===== config.mk =====
export PLATFORM = sky130hd
export DESIGN_NAME = sre_ctrl
export DESIGN_NICKNAME = d
export VERILOG_FILES = /design/src/design/sobel_rgb_edge_magnitude_defines.svh /design/src/design/sre_pkg.sv /design/src/design/sre_ctrl.sv
export SDC_FILE = /design/constraint.sdc
export NUM_CORES = 1
export LEC_CHECK = 0
export BUFFER_PORTS_ARGS = -buffer_cell sky130_fd_sc_hd__buf_2
export CAP_MARGIN = 40
export CORE_MARGIN = 3
export CORE_UTILIZATION = 25
export CTS_BUF_LIST = sky130_fd_sc_hd__clkbuf_8
export DETAILED_ROUTE_END_ITERATION = 7
export PLACE_DENSITY_LB_ADDON = 0.3
export SLEW_MARGIN = 20
export SYNTH_ARGS = -nofsm -noshare
export SYNTH_HDL_FRONTEND = slang
export SYNTH_SLANG_ARGS = --single-unit
export TNS_END_PERCENT = 10

===== constraint.sdc =====
create_clock -name clock -period 1.4 [get_ports clock]
set_input_delay 0.14 -clock clock [delete_from_list [all_inputs] [get_ports clock]]
set_output_delay 0.14 -clock clock [all_outputs]
set_load 0.005 [all_outputs]

===== src/design/sobel_rgb_edge_magnitude_defines.svh =====
// Assertion macros for the edge magnitude block.
`ifndef SOBEL_RGB_EDGE_MAGNITUDE_DEFINES_SVH
`define SOBEL_RGB_EDGE_MAGNITUDE_DEFINES_SVH

`ifndef SYNTHESIS

`define SRE_ASSERT_SAME(label, clk, rst, ante, cons) \
   label: assert property (@(posedge clk) disable iff (rst) (ante) |-> (cons)) \
      else $error("sre assertion failed");

`define SRE_ASSERT_NEXT(label, clk, rst, ante, cons) \
   label: assert property (@(posedge clk) disable iff (rst) (ante) |=> (cons)) \
      else $error("sre assertion failed");

`else

`define SRE_ASSERT_SAME(label, clk, rst, ante, cons)

`define SRE_ASSERT_NEXT(label, clk, rst, ante, cons)

`endif

`endif


===== src/design/sre_pkg.sv =====
package sre_pkg;

   typedef enum logic [2:0] {
      ST_IDLE,
      ST_DECIDE,
      ST_SHIFT,
      ST_GRAD,
      ST_SQR,
      ST_SQRT,
      ST_OUT
   } state_type;

   typedef enum logic [1:0] {
      GSEL_PRE,
      GSEL_POST,
      GSEL_FINAL
   } grad_sel_type;

   localparam logic [1:0] CSR_WIDTH  = 2'd0;
   localparam logic [1:0] CSR_HEIGHT = 2'd1;

   localparam logic [7:0]  EDGE_MAX   = 8'd255;
   localparam logic [20:0] SAT_LIMIT  = 21'd65025;
   localparam logic [2:0]  SQRT_LAST  = 3'd7;
   localparam logic [14:0] SQRT_BIT0  = 15'h4000;

   typedef struct packed {
      logic         capture;
      logic         read_en;
      logic         grad_en;
      grad_sel_type grad_sel;
      logic         final_clear;
      logic         shift_en;
      logic         sqr_en;
      logic         sqrt_step;
      logic         out_load;
   } cmd_type;

   typedef struct packed {
      logic ignore;
      logic final_px;
      logic pre;
      logic post;
      logic sqrt_last;
      logic out_busy;
   } status_type;

endpackage


===== src/design/sre_ctrl.sv =====
module sre_ctrl (
   input  logic                clock,
   input  logic                reset,
   input  logic                req_valid,
   output logic                req_stall,
   input  sre_pkg::status_type status,
   output sre_pkg::cmd_type    cmd
);

   sre_pkg::state_type state_ff, state_in;

   always_ff @(posedge clock) begin
      if (reset) begin
         state_ff <= sre_pkg::ST_IDLE;
      end else begin
         state_ff <= state_in;
      end
   end

   assign req_stall = (state_ff != sre_pkg::ST_IDLE);

   always_comb begin
      cmd      = '0;
      state_in = state_ff;
      case (state_ff)
         sre_pkg::ST_IDLE: begin
            if (req_valid) begin
               cmd.capture = 1'b1;
               state_in    = sre_pkg::ST_DECIDE;
            end
         end
         sre_pkg::ST_DECIDE: begin
            if (status.ignore) begin
               state_in = sre_pkg::ST_IDLE;
            end else if (status.final_px) begin
               cmd.grad_en     = 1'b1;
               cmd.grad_sel    = sre_pkg::GSEL_FINAL;
               cmd.final_clear = 1'b1;
               state_in        = sre_pkg::ST_SQR;
            end else begin
               cmd.read_en  = 1'b1;
               // right-edge result of the row two above uses the window before the shift
               cmd.grad_en  = status.pre;
               cmd.grad_sel = sre_pkg::GSEL_PRE;
               state_in     = sre_pkg::ST_SHIFT;
            end
         end
         sre_pkg::ST_SHIFT: begin
            cmd.shift_en = 1'b1;
            if (status.pre) begin
               state_in = sre_pkg::ST_SQR;
            end else if (status.post) begin
               state_in = sre_pkg::ST_GRAD;
            end else begin
               state_in = sre_pkg::ST_IDLE;
            end
         end
         sre_pkg::ST_GRAD: begin
            cmd.grad_en  = 1'b1;
            cmd.grad_sel = sre_pkg::GSEL_POST;
            state_in     = sre_pkg::ST_SQR;
         end
         sre_pkg::ST_SQR: begin
            cmd.sqr_en = 1'b1;
            state_in   = sre_pkg::ST_SQRT;
         end
         sre_pkg::ST_SQRT: begin
            cmd.sqrt_step = 1'b1;
            if (status.sqrt_last) begin
               state_in = sre_pkg::ST_OUT;
            end
         end
         sre_pkg::ST_OUT: begin
            // hold until the output register is free
            if (!status.out_busy) begin
               cmd.out_load = 1'b1;
               state_in     = sre_pkg::ST_IDLE;
            end
         end
         default: begin
            state_in = sre_pkg::ST_IDLE;
         end
      endcase
   end

endmodule


# ---- Word-level counts from Yosys, hierarchy flattened
# Index checks and enable logic that the tools add are counted.
dict set report totals {
  ff_bits 3
  word_cells 35
  input_bits 9
}
dict set report op_classes {
  eq_ne 9
  reduce_logical 3
  muxes 22
}
# cell count
set ops {}
lappend ops {{3-bit two-way mux} 7}
lappend ops {{3-bit one-hot mux with 7 select lines} 1}
lappend ops {{1-bit two-way mux} 11}
lappend ops {{3-bit equality test, second input constant} 3}
lappend ops {{3-bit by 2-bit equality test with 1-bit output, second input constant} 2}
lappend ops {{2-bit != test, second input constant} 3}
lappend ops {{3-bit one-hot mux with 2 select lines} 1}
lappend ops {{5-bit two-way mux} 1}
lappend ops {{3-bit by 1-bit equality test with 1-bit output, second input constant} 1}
lappend ops {{3-bit logical NOT} 1}
lappend ops {{3-bit AND reduction} 1}
lappend ops {{3-bit nonzero test} 1}
lappend ops {{2-bit two-way mux} 1}

# ---- Logic depth before layout (Yosys ltp)
dict set report depth {
  word_depth 3
  ltp_mapped 4
}

# ---- Worst setup path after synthesis
# OpenSTA, ideal clock, no wires.
dict set report synth_path {
  path_type {register -> output}
  startpoint {reg state_ff[1]}
  endpoint {out cmd[6] (netlist bit)}
  required_ns 1.260
  path_slack_ns 0.070
  arrival_ns 1.190
  path_stages_with_launch 5
  path_buffers 2
  cell_sequence {dfxtp_1 > buf_4 > nand2b_1 > nor4b_1 > buf_4}
}
# element line_no
set synth_lines {}
lappend synth_lines {{from (decl)} sre_ctrl.sv:10} ;# sre_pkg::state_type state_ff, state_in;
lappend synth_lines {{from (signal assigned)} sre_ctrl.sv:14} ;# state_ff <= sre_pkg::ST_IDLE;
lappend synth_lines {{from (signal assigned)} sre_ctrl.sv:16} ;# state_ff <= state_in;
lappend synth_lines {{to (decl)} sre_ctrl.sv:7} ;# output sre_pkg::cmd_type cmd

==> metrics <==
Biggest register state_ff; initial antenna violation count 0; post-CTS setup buffer count 0; Peak Freq 0.747 GHz; CTS max path bufs 2; via count 379; synth top area cells dfxtp_1 16%, nor2b_1 6.7%, buf_6 6.0%; RD Place Congestion 0.721; IO Port Bufs 19; total of max-cap violations 0; crit path capture cmd[9]; met2 GRT Util 0.160; startpoint class of the critical path register; clock tree sinks 3; Worst Setup End Kind primary output; outcome finished clean; critical path arrival 1200 ps; R2R setup slack 260 ps; first-pass GRT wire length 1.54 mm; R2R depth 3; Hold WC Path Type in2reg; Synth Cell Area 375 um2; Iter 0 DRT Violations 1; Setup TNS 0 ps; met1 global-route usage 0.135; kind of critical path reg2out; ys flop type dfxtp_1; Final Util 0.382; placed standard-cell area 462 um2; Reg clk slew, reported paths 30 ps; drc violations 0; CTS root buffer clkbuf_8; Final Hold Vio Count 0; Yosys top cell by area dfxtp_1; Worst-Margin Slew 314 ps; H-tree depth 1; Core Rows 13; CTS tree done; height of the die 44.8 um; Largest register FFs 3; drt total wl 923 um; RR Endpoint state_ff[1]; most common cell in the netlist nor2b_1; routed len/inst 11.7 um; crit-path max FO 18; post-route clock skew 1.41 ps; top cells by count, synth 4 x nor2b_1, 3 x dfxtp_1, 3 x inv_1, 3 x nor2_1, 3 x o21bai_1; Yosys top cell area share 0.160; crit path launch state_ff[2]; Max Slew Vio Count 0; Largest regs state_ff: 3 flops; Tcrit/Tclk final 0.956; # setup viols final 0; share of layout cells above drive strength 1 0.500; number of global-route vias before repair 359; die area 0.00200 mm2; CP required 1260 ps; Tot GR Track Use 0.102; post-synth net total 53; EDFF count, synth 0; Mean Syn Cell Area 8.53 um2; CTS Hold Buffers Added 0; Vias/cell 4.80; Syn. warnings 0; DP HPWL 707 um; fin crit period 1340 ps; GR peak layer met2; TritonRoute pass-1 iters 2; r2r startpoint state_ff[2]; Die Width 44.8 um; Clock Latency Late Sink 210 ps; synthesis-to-finish area growth 37.3%; Seq cells post-synth 3; # diodes 0; RSZ-0062 raised after global routing false; power density over the cells 970 mW/mm2; largest net degree at the start of global routing 19; met3 usage 0; worst relative slew slack 0.791; Overflow after GRT 0; post-synthesis sequential area ratio 0.160; Initial Util 0.278; Async SR Flop Fraction 0; Post-Layout Inst Area 515 um2; Synth Instances 44; cts bufs inserted 3; Nets 74; peak supply drop 313 uV; Detail Route Antenna Nets 0; Core Area 0.00135 mm2; Synth cell types 29; Pleak 0.266 nW; io pins 20
[logic make-up (layout without fill, tap and decap cells)]
family                 after synthesis  count (layout)  synth area share
AND/OR/NAND/NOR                     21              21             0.380
flip-flops                           3               3             0.160
AO/OA/AOI/OAI                       12              12             0.317
buffers and inverters                8              28             0.143
[cells in the final DEF (no fill, tap or decap)]
| cell | netlist | layout |
|---|---|---|
| or3_4 | 1 | 1 |
| clkbuf_8 | 0 | 3 |
| nor3_2 | 1 | 1 |
| o21bai_4 | 1 | 1 |
| nor4_1 | 1 | 1 |
| o21a_1 | 1 | 1 |
| nand4b_1 | 1 | 1 |
| o41ai_2 | 1 | 1 |
| a211oi_1 | 1 | 1 |
| nor2b_1 | 4 | 4 |
| buf_2 | 1 | 19 |
| nand2_1 | 1 | 1 |
| or2b_1 | 1 | 1 |
| a32oi_1 | 1 | 1 |
| o21bai_1 | 3 | 3 |
| buf_4 | 2 | 2 |
| inv_1 | 3 | 4 |
| o31ai_2 | 1 | 1 |
| dfxtp_1 | 3 | 1 |
| nand2b_1 | 2 | 2 |
| nor2_1 | 3 | 3 |
| and3b_1 | 2 | 2 |
| a211o_1 | 1 | 1 |
| nor4b_2 | 0 | 1 |
| a311oi_1 | 1 | 1 |
| a21o_1 | 1 | 1 |
| dfxtp_2 | 0 | 2 |
| and2_1 | 1 | 1 |
| or2_0 | 1 | 1 |
| nor3b_1 | 1 | 1 |
[metal layers]
layer,wire length [um],vias to the layer above
met4,0,0
met3,30,0
li1,-,197
met1,442,173
met5,0,-
met2,450,9
[stage by stage]
step	setup slack, ps	power, mW	hold slack [ps]	std cells
final	61.0	0.500	133	79
after global routing	5.78	0.532	154	79
after CTS	15.5	0.503	130	79
after detailed placement	114	0.252	354	75
after global placement	122	0.250	355	75
after floorplan	69.7	0.211	213	44
[what timing repair did]
item / in CTS / in global routing
setup endpoints to repair: 4 / 2
gates resized for setup: 2 / 1
gates cloned: 0 / 0
pin swaps: 0 / 1
[final cells by class]
cell class              count  area, um2
clock buffers               3       41.3
clock inverters             1       3.75
fillers                   147        835
inverters                   3       11.3
multi-input cells          33        268
flip-flops and latches      3       62.6
well taps                  15       18.8
repair buffers             21        110
[power breakdown]
group,switching [mW],internal (mW),total [mW]
combinational,0.0606,0.0755,0.136
clock,0.0600,0.187,0.247
sequential,0.0218,0.0952,0.117
[how the worst min path moves through the flow]
stage / startpoint / to / slack, ps / depth (start not counted)
2_1_floorplan: reset / state_ff[2] / 210 / 1
3_3_place_gp: reset / state_ff[2] / 360 / 2
3_5_place_dp: reset / state_ff[2] / 350 / 2
4_1_cts: reset / state_ff[2] / 130 / 2
5_1_grt: reset / state_ff[2] / 150 / 2
6_report: reset / state_ff[2] / 130 / 2
[worst max-delay path: stages (launching register included)]
cell	delay (ps)
dfxtp_2	400
or3_4	380
nor2_1	90
buf_2	110
Power figures use the tool's default switching activity.
